**config.mk**
```make
export PLATFORM = sky130hd
export DESIGN_NAME = stepper_speed_ramp_generator_core
export DESIGN_NICKNAME = d
export VERILOG_FILES = /design/src/hw/rtl/srg_pkg.sv /design/src/hw/rtl/srg_div.sv /design/src/hw/rtl/srg_seq.sv /design/src/hw/rtl/stepper_speed_ramp_generator_core.sv
export SDC_FILE = /design/constraint.sdc
export NUM_CORES = 2
export LEC_CHECK = 0
export BUFFER_PORTS_ARGS = -buffer_cell sky130_fd_sc_hd__buf_2
export CORE_MARGIN = 8
export CORE_UTILIZATION = 55
export DETAILED_ROUTE_END_ITERATION = 8
export GPL_TIMING_DRIVEN = 0
export PLACE_DENSITY = 0.82
export SLEW_MARGIN = 20
export SYNTH_ARGS = -nofsm -noshare
export SYNTH_HDL_FRONTEND = slang
export SYNTH_SLANG_ARGS = --single-unit
export TNS_END_PERCENT = 100
```
**constraint.sdc**
```tcl
create_clock -name clk -period 9.6 [get_ports clk]
set_input_delay 1.92 -clock clk [delete_from_list [all_inputs] [get_ports clk]]
set_output_delay 1.92 -clock clk [all_outputs]
set_load 0.03 [all_outputs]
```
**src/hw/rtl/srg_pkg.sv**
```systemverilog
// ----------------------------------------------------------------------------
// srg_pkg
// Shared types, constants and a helper function of the stepper speed ramp
// generator: command codes, microstep tables and the set-speed handoff.
// ----------------------------------------------------------------------------
package srg_pkg;

	// Default clock of the step timer source, in Hz.
	localparam int unsigned CPU_CLOCK_HZ_DEF = 16000000;

	// Width of the bit-serial divider; covers step-rate numerators,
	// the timer clock and the ramp divisor (frequency times seconds).
	localparam int unsigned DIV_W = 40;

	// Field widths.
	localparam int unsigned RPM_W    = 16;
	localparam int unsigned PERIOD_W = 16;
	localparam int unsigned MODE_W   = 3;
	localparam int unsigned KIND_W   = 2;
	localparam int unsigned CMD_W    = 2;
	// Step frequency: 65535 rpm * 3200 steps / 60 stays below 2^22.
	localparam int unsigned FREQ_W   = 22;
	// Ramp divisor: frequency times a 16-bit second count.
	localparam int unsigned PROD_W   = FREQ_W + 16;

	// Full steps per turn; finer modes double it per mode step.
	localparam logic [7:0] FULL_STEPS   = 8'd200;
	localparam logic [5:0] SECS_PER_MIN = 6'd60;
	localparam int unsigned TIMER_PRESCALE = 16;

	// Command codes.
	localparam logic [CMD_W-1:0] CMD_TICK  = 2'd0;
	localparam logic [CMD_W-1:0] CMD_SPEED = 2'd1;
	localparam logic [CMD_W-1:0] CMD_STOP  = 2'd2;
	localparam logic [CMD_W-1:0] CMD_DIR   = 2'd3;

	// Ramp kinds.
	localparam logic [KIND_W-1:0] RAMP_NONE = 2'd0;
	localparam logic [KIND_W-1:0] RAMP_UP   = 2'd1;
	localparam logic [KIND_W-1:0] RAMP_SLOW = 2'd2;

	// Microstep modes.
	localparam logic [MODE_W-1:0] MODE_FULL      = 3'd0;
	localparam logic [MODE_W-1:0] MODE_HALF      = 3'd1;
	localparam logic [MODE_W-1:0] MODE_QUARTER   = 3'd2;
	localparam logic [MODE_W-1:0] MODE_EIGHTH    = 3'd3;
	localparam logic [MODE_W-1:0] MODE_SIXTEENTH = 3'd4;

	// Register byte address of the microstep mode register.
	localparam logic [2:0] ADDR_MODE = 3'd0;

	// Request handed to the set-speed sequencer.
	typedef struct packed {
		logic [RPM_W-1:0]  rpm;
		logic [15:0]       secs;
		logic [RPM_W-1:0]  last_rpm;
		logic [MODE_W-1:0] mode;
	} srg_req_t;

	// Result returned by the set-speed sequencer.
	typedef struct packed {
		logic [PERIOD_W-1:0] period_cur;
		logic [PERIOD_W-1:0] period_tgt;
		logic [PERIOD_W-1:0] delta;
		logic [KIND_W-1:0]   kind;
	} srg_res_t;

	// Driver mode pins (MS3, MS2, MS1) for each microstep mode.
	function automatic logic [MODE_W-1:0] mode_pins(input logic [MODE_W-1:0] mode);
		logic [MODE_W-1:0] pins;
		case (mode)
			MODE_HALF:      pins = 3'b001;
			MODE_QUARTER:   pins = 3'b010;
			MODE_EIGHTH:    pins = 3'b011;
			MODE_SIXTEENTH: pins = 3'b111;
			default:        pins = 3'b000;
		endcase
		return pins;
	endfunction

endpackage

```
**src/hw/rtl/srg_div.sv**
```systemverilog
// ----------------------------------------------------------------------------
// srg_div
// Bit-serial restoring divider: one quotient bit per cycle, the dividend
// shifting out of the quotient register while the remainder builds up.
// ----------------------------------------------------------------------------
module srg_div
	import srg_pkg::*;
(
	input  logic             clk,
	input  logic             arst_n,
	input  logic             start,
	input  logic [DIV_W-1:0] num,
	input  logic [DIV_W-1:0] den,
	output logic             done,
	output logic [DIV_W-1:0] quo
);

	localparam int unsigned CNT_W = $clog2(DIV_W + 1);

	logic             busy_q;
	logic             done_q;
	logic [CNT_W-1:0] cnt_q;
	logic [DIV_W-1:0] den_q;
	logic [DIV_W-1:0] quo_q;
	logic [DIV_W:0]   rem_q;

	logic [DIV_W:0]   rem_shift;
	logic             fits;

	// One restoring step: bring down the next dividend bit and try a subtract.
	assign rem_shift = {rem_q[DIV_W-1:0], quo_q[DIV_W-1]};
	assign fits      = rem_shift >= {1'b0, den_q};

	// Control of the iteration count.
	always_ff @(posedge clk or negedge arst_n) begin
		if (!arst_n) begin
			busy_q <= 1'b0;
			done_q <= 1'b0;
			cnt_q  <= '0;
		end else begin
			done_q <= 1'b0;
			if (start) begin
				busy_q <= 1'b1;
				cnt_q  <= CNT_W'(DIV_W);
			end else if (busy_q) begin
				cnt_q <= cnt_q - CNT_W'(1);
				if (cnt_q == CNT_W'(1)) begin
					busy_q <= 1'b0;
					done_q <= 1'b1;
				end
			end
		end
	end

	// Datapath shift registers.
	always_ff @(posedge clk) begin
		if (start) begin
			den_q <= den;
			quo_q <= num;
			rem_q <= '0;
		end else if (busy_q) begin
			rem_q <= fits ? (rem_shift - {1'b0, den_q}) : rem_shift;
			quo_q <= {quo_q[DIV_W-2:0], fits};
		end
	end

	assign done = done_q;
	assign quo  = quo_q;

endmodule

```
**src/hw/rtl/srg_seq.sv**
```systemverilog
// ----------------------------------------------------------------------------
// srg_seq
// Set-speed sequencer: turns the old and new speed into compare periods
// and derives the per-step period change, running every division through
// one shared bit-serial divider.
// ----------------------------------------------------------------------------
module srg_seq
	import srg_pkg::*;
#(
	parameter int unsigned CPU_CLOCK_HZ = CPU_CLOCK_HZ_DEF
) (
	input  logic     clk,
	input  logic     arst_n,
	input  logic     start,
	input  srg_req_t req,
	output logic     busy,
	output logic     done,
	output srg_res_t res
);

	localparam logic [DIV_W-1:0] TIMER_HZ = DIV_W'(CPU_CLOCK_HZ / TIMER_PRESCALE);

	// Sequencer steps.
	localparam logic [2:0] OP_FNEW  = 3'd0;
	localparam logic [2:0] OP_FOLD  = 3'd1;
	localparam logic [2:0] OP_PNEW  = 3'd2;
	localparam logic [2:0] OP_POLD  = 3'd3;
	localparam logic [2:0] OP_MUL   = 3'd4;
	localparam logic [2:0] OP_DELTA = 3'd5;

	logic                busy_q;
	logic                done_q;
	logic                wait_q;
	logic [2:0]          op_q;
	srg_req_t            req_q;
	logic [FREQ_W-1:0]   fnew_q;
	logic [FREQ_W-1:0]   fold_q;
	logic [PERIOD_W-1:0] pnew_q;
	logic [PERIOD_W-1:0] pold_q;
	logic [PROD_W-1:0]   prod_q;
	logic [PERIOD_W-1:0] gap_q;
	srg_res_t            res_q;

	logic             div_start;
	logic [DIV_W-1:0] div_num;
	logic [DIV_W-1:0] div_den;
	logic             div_done;
	logic [DIV_W-1:0] div_quo;
	logic             rising;
	logic [23:0]      steps_base;

	// Compare period from a step frequency and the timer quotient.
	function automatic logic [PERIOD_W-1:0] to_period(input logic [FREQ_W-1:0] f,
			input logic [DIV_W-1:0] q);
		logic [DIV_W-1:0] qm;
		logic [PERIOD_W-1:0] p;
		qm = q - DIV_W'(1);
		if (f == '0) begin
			p = '1;
		end else if (q == '0) begin
			p = '0;
		end else if (qm > DIV_W'(16'hFFFF)) begin
			p = '1;
		end else begin
			p = qm[PERIOD_W-1:0];
		end
		return p;
	endfunction

	assign rising = req_q.last_rpm < req_q.rpm;

	// Operand selection for the shared divider.
	always_comb begin
		steps_base = 24'(req_q.rpm) * 24'(FULL_STEPS);
		div_num    = '0;
		div_den    = '0;
		unique case (op_q)
			OP_FNEW: begin
				steps_base = 24'(req_q.rpm) * 24'(FULL_STEPS);
				div_num    = DIV_W'(steps_base) << req_q.mode;
				div_den    = DIV_W'(SECS_PER_MIN);
			end
			OP_FOLD: begin
				steps_base = 24'(req_q.last_rpm) * 24'(FULL_STEPS);
				div_num    = DIV_W'(steps_base) << req_q.mode;
				div_den    = DIV_W'(SECS_PER_MIN);
			end
			OP_PNEW: begin
				div_num = TIMER_HZ;
				div_den = DIV_W'(fnew_q);
			end
			OP_POLD: begin
				div_num = TIMER_HZ;
				div_den = DIV_W'(fold_q);
			end
			OP_DELTA: begin
				div_num = DIV_W'(gap_q);
				div_den = DIV_W'(prod_q);
			end
			default: begin
				div_num = '0;
				div_den = '0;
			end
		endcase
	end

	assign div_start = busy_q && !wait_q && (op_q != OP_MUL);

	srg_div u_div (
		.clk    (clk),
		.arst_n (arst_n),
		.start  (div_start),
		.num    (div_num),
		.den    (div_den),
		.done   (div_done),
		.quo    (div_quo)
	);

	// Step control.
	always_ff @(posedge clk or negedge arst_n) begin
		if (!arst_n) begin
			busy_q <= 1'b0;
			done_q <= 1'b0;
			wait_q <= 1'b0;
			op_q   <= OP_FNEW;
		end else begin
			done_q <= 1'b0;
			if (start) begin
				busy_q <= 1'b1;
				wait_q <= 1'b0;
				op_q   <= OP_FNEW;
			end else if (busy_q) begin
				if (op_q == OP_MUL) begin
					op_q <= OP_DELTA;
				end else if (!wait_q) begin
					wait_q <= 1'b1;
				end else if (div_done) begin
					wait_q <= 1'b0;
					if (op_q == OP_DELTA) begin
						busy_q <= 1'b0;
						done_q <= 1'b1;
					end else begin
						op_q <= op_q + 3'd1;
					end
				end
			end
		end
	end

	// Intermediate results.
	always_ff @(posedge clk) begin
		if (start) begin
			req_q <= req;
		end
		if (busy_q && op_q == OP_MUL) begin
			prod_q <= PROD_W'(rising ? fnew_q : fold_q) * PROD_W'(req_q.secs);
			gap_q  <= (pold_q >= pnew_q) ? (pold_q - pnew_q) : (pnew_q - pold_q);
		end
		if (busy_q && wait_q && div_done) begin
			unique case (op_q)
				OP_FNEW: fnew_q <= div_quo[FREQ_W-1:0];
				OP_FOLD: fold_q <= div_quo[FREQ_W-1:0];
				OP_PNEW: pnew_q <= to_period(fnew_q, div_quo);
				OP_POLD: pold_q <= to_period(fold_q, div_quo);
				OP_DELTA: begin
					res_q.period_cur <= pold_q;
					res_q.period_tgt <= pnew_q;
					res_q.kind       <= rising ? RAMP_UP : RAMP_SLOW;
					res_q.delta      <= (prod_q == '0) ? gap_q : div_quo[PERIOD_W-1:0];
				end
				default: ;
			endcase
		end
	end

	assign busy = busy_q;
	assign done = done_q;
	assign res  = res_q;

endmodule

```
**src/hw/rtl/stepper_speed_ramp_generator_core.sv**
```systemverilog
// ----------------------------------------------------------------------------
// stepper_speed_ramp_generator_core
// Step-pulse generator with a linear speed ramp for a stepper driver.
// ----------------------------------------------------------------------------
// Tick, stop and set-direction items are finished in the cycle they are taken,
// so ticks can stream in every cycle while the result stream is not held and no
// set-speed item is in work. A set-speed item takes longer: its four
// speed-to-period conversions and the ramp step division run in turn through
// one bit-serial divider that produces one quotient bit per cycle. Every item
// yields exactly one result item; the next input item is taken when no set-speed
// item is still being worked on and the result register is free or is being
// emptied in the same cycle.
module stepper_speed_ramp_generator_core
	import srg_pkg::*;
#(
	parameter int unsigned CPU_CLOCK_HZ = CPU_CLOCK_HZ_DEF
) (
	input  logic        clk,
	input  logic        arst_n,
	// Input item stream.
	input  logic        s_tvalid,
	output logic        s_tready,
	input  logic [39:0] s_tdata,   // target_rpm[15:0], ramp_seconds[31:16], direction_in[32]
	input  logic [1:0]  s_tuser,   // command[1:0]
	// Result item stream.
	output logic        m_tvalid,
	input  logic        m_tready,
	output logic [39:0] m_tdata,   // step_level[0], direction_level[1], mode_pins[4:2],
	                               // counting[5], period_now[21:6], period_goal[37:22],
	                               // ramping[39:38]
	// Configuration port.
	input  logic        psel,
	input  logic        penable,
	input  logic        pwrite,
	input  logic [2:0]  paddr,
	input  logic [31:0] pwdata,
	output logic [31:0] prdata,
	output logic        pready
);

	logic [15:0]         tick_q;
	logic [PERIOD_W-1:0] cur_q;
	logic [PERIOD_W-1:0] tgt_q;
	logic [PERIOD_W-1:0] delta_q;
	logic [KIND_W-1:0]   kind_q;
	logic [RPM_W-1:0]    last_rpm_q;
	logic                run_q;
	logic                step_q;
	logic                dir_q;
	logic [MODE_W-1:0]   mode_q;
	logic                out_valid_q;
	logic [39:0]         out_data_q;

	logic [15:0]         tick_d;
	logic [PERIOD_W-1:0] cur_d;
	logic [PERIOD_W-1:0] tgt_d;
	logic [PERIOD_W-1:0] delta_d;
	logic [KIND_W-1:0]   kind_d;
	logic [RPM_W-1:0]    last_rpm_d;
	logic                run_d;
	logic                step_d;
	logic                dir_d;

	logic                in_acc;
	logic [CMD_W-1:0]    cmd;
	logic                seq_start;
	logic                seq_busy;
	logic                seq_done;
	srg_req_t            seq_req;
	srg_res_t            seq_res;
	logic                out_load;
	logic                cfg_wr;

	// Input handshake: one item at a time, result register must be free.
	// The cycle in which a set-speed item finishes belongs to that item.
	assign s_tready  = !seq_busy && !seq_done && (!out_valid_q || m_tready);
	assign in_acc    = s_tvalid && s_tready;
	assign cmd       = s_tuser;
	assign seq_start = in_acc && (cmd == CMD_SPEED);

	assign seq_req.rpm      = s_tdata[15:0];
	assign seq_req.secs     = s_tdata[31:16];
	assign seq_req.last_rpm = last_rpm_q;
	assign seq_req.mode     = mode_q;

	srg_seq #(
		.CPU_CLOCK_HZ (CPU_CLOCK_HZ)
	) u_seq (
		.clk    (clk),
		.arst_n (arst_n),
		.start  (seq_start),
		.req    (seq_req),
		.busy   (seq_busy),
		.done   (seq_done),
		.res    (seq_res)
	);

	// Next state for the accepted item or the finished set-speed item.
	always_comb begin
		tick_d     = tick_q;
		cur_d      = cur_q;
		tgt_d      = tgt_q;
		delta_d    = delta_q;
		kind_d     = kind_q;
		last_rpm_d = last_rpm_q;
		run_d      = run_q;
		step_d     = step_q;
		dir_d      = dir_q;
		if (in_acc) begin
			unique case (cmd)
				CMD_TICK: begin
					if (run_q) begin
						if (tick_q == cur_q) begin
							tick_d = '0;
							step_d = !step_q;
							// Move the period toward its target, clamped there.
							if (kind_q == RAMP_UP && cur_q > tgt_q) begin
								cur_d = ((cur_q - tgt_q) <= delta_q) ? tgt_q : (cur_q - delta_q);
							end else if (kind_q == RAMP_SLOW && cur_q < tgt_q) begin
								cur_d = ((tgt_q - cur_q) <= delta_q) ? tgt_q : (cur_q + delta_q);
							end
						end else begin
							tick_d = tick_q + 16'd1;
						end
					end
				end
				CMD_SPEED: begin
					last_rpm_d = s_tdata[15:0];
				end
				CMD_STOP: begin
					run_d  = 1'b0;
					tick_d = '0;
					kind_d = RAMP_NONE;
				end
				CMD_DIR: begin
					dir_d = s_tdata[32];
				end
				default: ;
			endcase
		end
		if (seq_done) begin
			cur_d   = seq_res.period_cur;
			tgt_d   = seq_res.period_tgt;
			delta_d = seq_res.delta;
			kind_d  = seq_res.kind;
			run_d   = 1'b1;
		end
	end

	assign out_load = (in_acc && cmd != CMD_SPEED) || seq_done;

	// Block state.
	always_ff @(posedge clk or negedge arst_n) begin
		if (!arst_n) begin
			tick_q     <= '0;
			cur_q      <= '0;
			tgt_q      <= '0;
			delta_q    <= '0;
			kind_q     <= RAMP_NONE;
			last_rpm_q <= '0;
			run_q      <= 1'b0;
			step_q     <= 1'b0;
			dir_q      <= 1'b0;
		end else begin
			tick_q     <= tick_d;
			cur_q      <= cur_d;
			tgt_q      <= tgt_d;
			delta_q    <= delta_d;
			kind_q     <= kind_d;
			last_rpm_q <= last_rpm_d;
			run_q      <= run_d;
			step_q     <= step_d;
			dir_q      <= dir_d;
		end
	end

	// Result register.
	always_ff @(posedge clk or negedge arst_n) begin
		if (!arst_n) begin
			out_valid_q <= 1'b0;
		end else if (out_load) begin
			out_valid_q <= 1'b1;
		end else if (m_tready) begin
			out_valid_q <= 1'b0;
		end
	end

	always_ff @(posedge clk) begin
		if (out_load) begin
			out_data_q <= {kind_d, tgt_d, cur_d, run_d, mode_pins(mode_q), dir_d, step_d};
		end
	end

	assign m_tvalid = out_valid_q;
	assign m_tdata  = out_data_q;

	// Configuration register; undefined modes are ignored.
	assign pready = 1'b1;
	assign cfg_wr = psel && penable && pwrite && pready && (paddr[2] == ADDR_MODE[2]);

	always_ff @(posedge clk or negedge arst_n) begin
		if (!arst_n) begin
			mode_q <= MODE_FULL;
		end else if (cfg_wr && pwdata[MODE_W-1:0] <= MODE_SIXTEENTH) begin
			mode_q <= pwdata[MODE_W-1:0];
		end
	end

	assign prdata = (paddr[2] == ADDR_MODE[2]) ? {29'd0, mode_q} : 32'd0;

`ifndef SYNTHESIS
	// A finished set-speed item always shows up as a result in the next cycle.
	assert property (@(posedge clk) disable iff (!arst_n) seq_done |=> m_tvalid)
		else $error("set-speed result not presented");

	// The counter only stops on a stop item.
	assert property (@(posedge clk) disable iff (!arst_n)
		$fell(run_q) |-> $past(in_acc && cmd == CMD_STOP))
		else $error("counter stopped without a stop item");

	// The microstep mode never holds an undefined code.
	assert property (@(posedge clk) disable iff (!arst_n) mode_q <= MODE_SIXTEENTH)
		else $error("undefined microstep mode stored");
`endif

endmodule
```
# Yosys cells after proc, flatten, opt, wreduce, memory -nomap -nowiden
# Cells that the tools add are included.
# classes
add_sub_neg	11
shift	2
mux	71
reduce_logical	46
order_cmp	9
bitwise_logic	1
mul	3
eq_ne	21
# ops
op	n
16-bit 2-to-1 mux	16
40-bit case mux with 4 select lines	1
38-bit case mux with 4 select lines	1
40-bit 2-to-1 mux	3
24-bit by 3-bit << shifter with 40-bit output	2
16-bit subtractor	5
22-bit logical NOT	2
16-bit by 5-bit multiplier with 21-bit output, second input constant	2
41-bit by 40-bit >= comparator with 1-bit output	1
40-bit by 16-bit > comparator with 1-bit output, second input constant	1
40-bit logical NOT	1
40-bit by 1-bit subtractor with 40-bit output, second input constant	1
40-bit subtractor	1
38-bit logical NOT	1
38-bit by 16-bit multiplier with 38-bit output	1
1-bit 2-to-1 mux	34
16-bit <= comparator	2
16-bit less-than comparator	2
16-bit case mux with 2 select lines	1
22-bit 2-to-1 mux	1
3-bit 2-to-1 mux	7
16-bit by 1-bit adder with 16-bit output, second input constant	1
16-bit adder	1
16-bit == test	1
30 further kinds	75
# word_totals
out_inout_bits	75
inputBits	84
elab_cells	200
regBits	494

# Longest topological paths before layout
# logic_depth
word_depth	10
depth_mapped	36
ltp_nobuf	34

# Modules after synthesis
# Synthesis repeated with hierarchy kept, for this count alone.
# hier_totals
hier_cells	4542
hier_area_um2	43483.0
# modules_own_cells
mod	cells_each	instances	seq_area_each_um2	area_per_inst_um2
srg_seq	2719	1	7086.8	26710.6
stepper_speed_ramp_generator_core	1076	1	3428.3	9369.0
srg_div	747	1	3403.3	7403.4

# Worst setup path after synthesis
# OpenSTA, ideal clock, no wires.
# synth_path
path_kind	register -> register
from	register u_seq.req_q[4] (netlist bit)
to	register u_seq.prod_q[37] (data pin)
synth_period_minus_slack_ps	8608
path_slack_ps	992
n_path_buf	2
stages_incl_launch_ff	34
required_time_ps	9340
arrival_time_ps	8348
setup_time_ps	260
path_cell_list	edfxtp_1 > ha_1 > a21o_1 > a21o_1 > a21o_1 > a21o_1 > a21o_1 > a211o_1 > a21oi_2 > buf_4 > mux2_2 > buf_2 > and2_1 > fa_1 > fa_1 > inv_1 > fa_1 > inv_1 > fa_1 > inv_1 > fa_1 > fa_1 > inv_1 > ha_1 > a21o_1 > a21oi_1 > o21ai_0 > a221oi_1 > o21ai_1 > a311oi_2 > o2111a_1 > o21bai_1 > a21oi_1 > xnor2_1
# synth_via
elab_chain_len	3
# synth_rtl
item	line	rtl
from (decl)	srg_seq.sv:35	srg_req_t req_q;
from (signal assigned)	srg_seq.sv:153	req_q <= req;
16-bit less-than comparator	srg_seq.sv:70	assign rising = req_q.last_rpm < req_q.rpm;
22-bit 2-to-1 mux	srg_seq.sv:156	prod_q <= PROD_W'(rising ? fnew_q : fold_q) * PROD_W'(req_q.secs);
38-bit by 16-bit multiplier with 38-bit output	srg_seq.sv:156	
to (signal assigned)	srg_seq.sv:156	
to (decl)	srg_seq.sv:40	logic [PROD_W-1:0] prod_q;
# No other way between the ends.
# A chain may end at the register's enable or synchronous reset.

# Worst setup path in the final report
# layout_path
from	register u_seq.req_q[36] (netlist bit)
to	register u_seq.prod_q[37] (data pin)
# The elaborated chain is that of the path after synthesis.

==> impl_metrics.json <==
{
  "mappedNetlistArea_sq_mm": 0.04318,
  "io_buffers": 90,
  "antenna_found_initial": 2,
  "ys_types": 100,
  "drive_gt1_share_pct": 7.710,
  "finClkSkew_ns": 0.02210,
  "ir_drop_v": 0.0001686,
  "fin_setup_tns_ns": 0,
  "area_delta_synth_final_pct": 9.773,
  "path_clk_slew_ns": 0.06,
  "drv_slew": 0,
  "hpwl_um": 95840,
  "yosys_warnings": 0,
  "num_vias": 34250,
  "die_y_um": 296.2,
  "place_worst_setup_slack_ns": -1.028,
  "ys_seq_area_share_pct": 32.09,
  "ys_async_sr_fraction_pct": 20.93,
  "drt_wl_total_um": 121100,
  "drcViolationCount": 0,
  "status": "completed",
  "ant_nets": 0,
  "globalRouteTotalUtil_pct": 27.35,
  "max_freq_ghz": 0.1088,
  "final_common_cell": "inv_1",
  "fin_ws_ns": 0.4128,
  "yosys.area_share.adder_pct": 25.87,
  "cts_buffers": 54,
  "drt_iter0_markers": 3135,
  "critPathArrivalTime_ns": 9.55,
  "cts_tree": "done",
  "synth_top_family_by_area": "adder cells",
  "hold_viol_final": 0,
  "crit_path_max_incr_delay_ns": 0.58,
  "synth_xor_area_share_pct": 3.631,
  "synth_edf_count": 349,
  "gp_congestion": 1.005,
  "coreArea_sq_mm": 0.07759,
  "synthSimpleGateAreaFrac_pct": 13.89,
  "max-cap-violations": 0,
  "p_per_area_mw_per_mm2": 233.6,
  "clkSinkCount": 492,
  "die_area_sq_mm": 0.08774,
  "synth.area.mux_share_pct": 2.854,
  "slew_headroom_pct": 32.95,
  "placement_rows": 102,
  "synth_compound_area_share_pct": 13.79,
  "tightest_slew_ns": 0.9966,
  "critPathRequiredTime_ns": 9.96,
  "cp-end-kind": "flop",
  "wl_per_cell_um": 20.97,
  "cts_max_level": 2,
  "clock-root-buffer": "clkbuf_16",
  "grt_pass1_vias": 34480,
  "rsz0062_at_grt": "false",
  "die_w_um": 296.2,
  "layout_common_cells": "inv_1, nand2_1, ha_1, edfxtp_1, fa_1",
  "dr.pass1.iters": 9,
  "grt-ovfl-total": 0,
  "clock_latency_ns": 0.62,
  "start_kind": "flop",
  "synth_flop_cell": "edfxtp_1",
  "finalSetupViolations": 0,
  "path_class": "flop to flop",
  "hp-class": "flop to flop",
  "synth_seq_cells": 492,
  "ios": 159,
  "period_minus_slack_ns": 9.187,
  "grt_pass1_wl_um": 189300,
  "syn_inst": 4504,
  "avgSynthCellArea_sq_um": 9.588,
  "nets": 5480,
  "start_util_pct": 55.65,
  "period_share_pct": 95.70,
  "fillers": 6444,
  "p_leak_nw": 21.29,
  "drt-vias-per-instance": 5.929,
  "grt_max_degree": 69,
  "clk_path_buf_depth": 3,
  "critical_path.max_fanout": 10,
  "cp_slowest_cell": "fa_1"
}
worst max-delay path: cells and delay by family (launching register included):
| family | cells | cell delay, ns |
|---|---|---|
| adder cells (fa/ha/maj) | 8 | 3.68 |
| AO/OA/AOI/OAI | 16 | 3.35 |
| buffers and inverters | 9 | 0.98 |
| flip-flops | 1 | 0.39 |
| multiplexers | 1 | 0.32 |
| AND/OR/NAND/NOR | 1 | 0.11 |
| XOR/XNOR | 1 | 0.08 |
final timing paths:
check	startpoint	slack [ns]	cells past startpoint	to
setup / recovery	u_seq.req_q[36]	0.41	36	u_seq.prod_q[37]
hold / removal	last_rpm_q[4]	0.44	0	u_seq.req_q[7]
setup reg to reg	u_seq.req_q[36]	0.41	36	u_seq.prod_q[37]
hold reg to reg	last_rpm_q[4]	0.44	0	u_seq.req_q[7]
max in group asynchronous	arst_n	7.64	2	delta_q[14]
min in group asynchronous	arst_n	1.21	1	tick_q[10]
cell usage after synthesis (34+ instances only):
| library cell | count | share of area [%] |
|---|---|---|
| a211oi_1 | 50 | 0.87 |
| a21o_1 | 107 | 1.9 |
| a21oi_1 | 240 | 2.8 |
| and2_1 | 153 | 2.2 |
| and3_1 | 49 | 0.71 |
| clkbuf_1 | 162 | 1.4 |
| dfrtp_1 | 103 | 6.0 |
| dfxtp_1 | 40 | 1.9 |
| edfxtp_1 | 349 | 24 |
| fa_1 | 307 | 14 |
| ha_1 | 401 | 12 |
| inv_1 | 637 | 5.5 |
| mux2_2 | 47 | 1.2 |
| mux2i_1 | 68 | 1.6 |
| nand2_1 | 466 | 4.1 |
| nand2b_1 | 39 | 0.56 |
| nand3_1 | 63 | 0.73 |
| nand4_1 | 37 | 0.54 |
| nor2_1 | 207 | 1.8 |
| nor2b_1 | 49 | 0.71 |
| nor3_1 | 65 | 0.75 |
| nor4_1 | 34 | 0.49 |
| o21ai_0 | 205 | 2.4 |
| xnor2_1 | 111 | 2.3 |
| xor2_1 | 68 | 1.4 |
power by group:
group	switching (mW)	leakage, nW	total, mW	internal (mW)
combinational	3.42	15.8	5.70	2.28
clock	0.896	0.907	2.24	1.34
sequential	0.340	4.61	3.14	2.80
area by class of cell:
type | count | area [sq um] | share of cell area, %
Multi-Input combinational cell | 3182 | 26220 | 55.31
Sequential cell | 492 | 13860 | 29.24
Inverter | 638 | 2395 | 5.052
Clock buffer | 73 | 1464 | 3.088
Tap cell | 1040 | 1301 | 2.745
Buffer | 210 | 975.9 | 2.059
Timing Repair Buffer | 110 | 759.5 | 1.602
Clock inverter | 29 | 425.4 | 0.8974
Antenna cell | 2 | 5.005 | 0.01056
stage by stage:
| stage | util [%] | std cells | area, sq um | power, mW | hold slack, ns |
|---|---|---|---|---|---|
| after floorplan | - | 4532 | 43290 | 7.157 | 0.4248 |
| after CTS | 60.99 | 5777 | 47320 | 10.91 | 0.4446 |
| after global routing | 61.08 | 5774 | 47400 | 11.80 | 0.4497 |
| after detailed placement | 58.44 | 5675 | 45340 | 8.596 | 0.4312 |
| after global placement | 58.04 | 5662 | 45040 | 8.424 | 0.4267 |
| final | 61.09 | 5776 | 47400 | 11.08 | 0.4439 |
cells by family after synthesis:
family / count (synthesis)
adder cells (fa/ha/maj): 709
flip-flops: 492
multiplexers: 116
AND/OR/NAND/NOR: 1234
XOR/XNOR: 179
other: 2
buffers and inverters: 858
AO/OA/AOI/OAI: 914
what timing repair did:
item / CTS / global route
endpoints found under the setup margin: 15 / 14
setup buffers: 3 / 4
pin swaps: 3 / 2
hold buffers: 0 / 0
hold endpoints to repair: 0 / 0
gates resized for setup: 15 / 13
layer usage:
layer	vias to the layer above	track usage [%]	wire, um
li1	15710	-	-
met1	16480	34.60	47670
met2	1660	45.76	56590
met3	396	4.580	10330
met4	0	12.78	6533
met5	-	0	0
registers in the layout (all words and copies together), names as in the netlist, 22 cells and up:
signal             cells
u_seq.req_q           51
u_seq.res             50
m_tdata               40
u_seq.u_div.quo       40
u_seq.u_div.rem_q     40
u_seq.prod_q          38
u_seq.u_div.den_q     38
u_seq.fnew_q          22
u_seq.fold_q          22
Power figures use the tool's default switching activity.
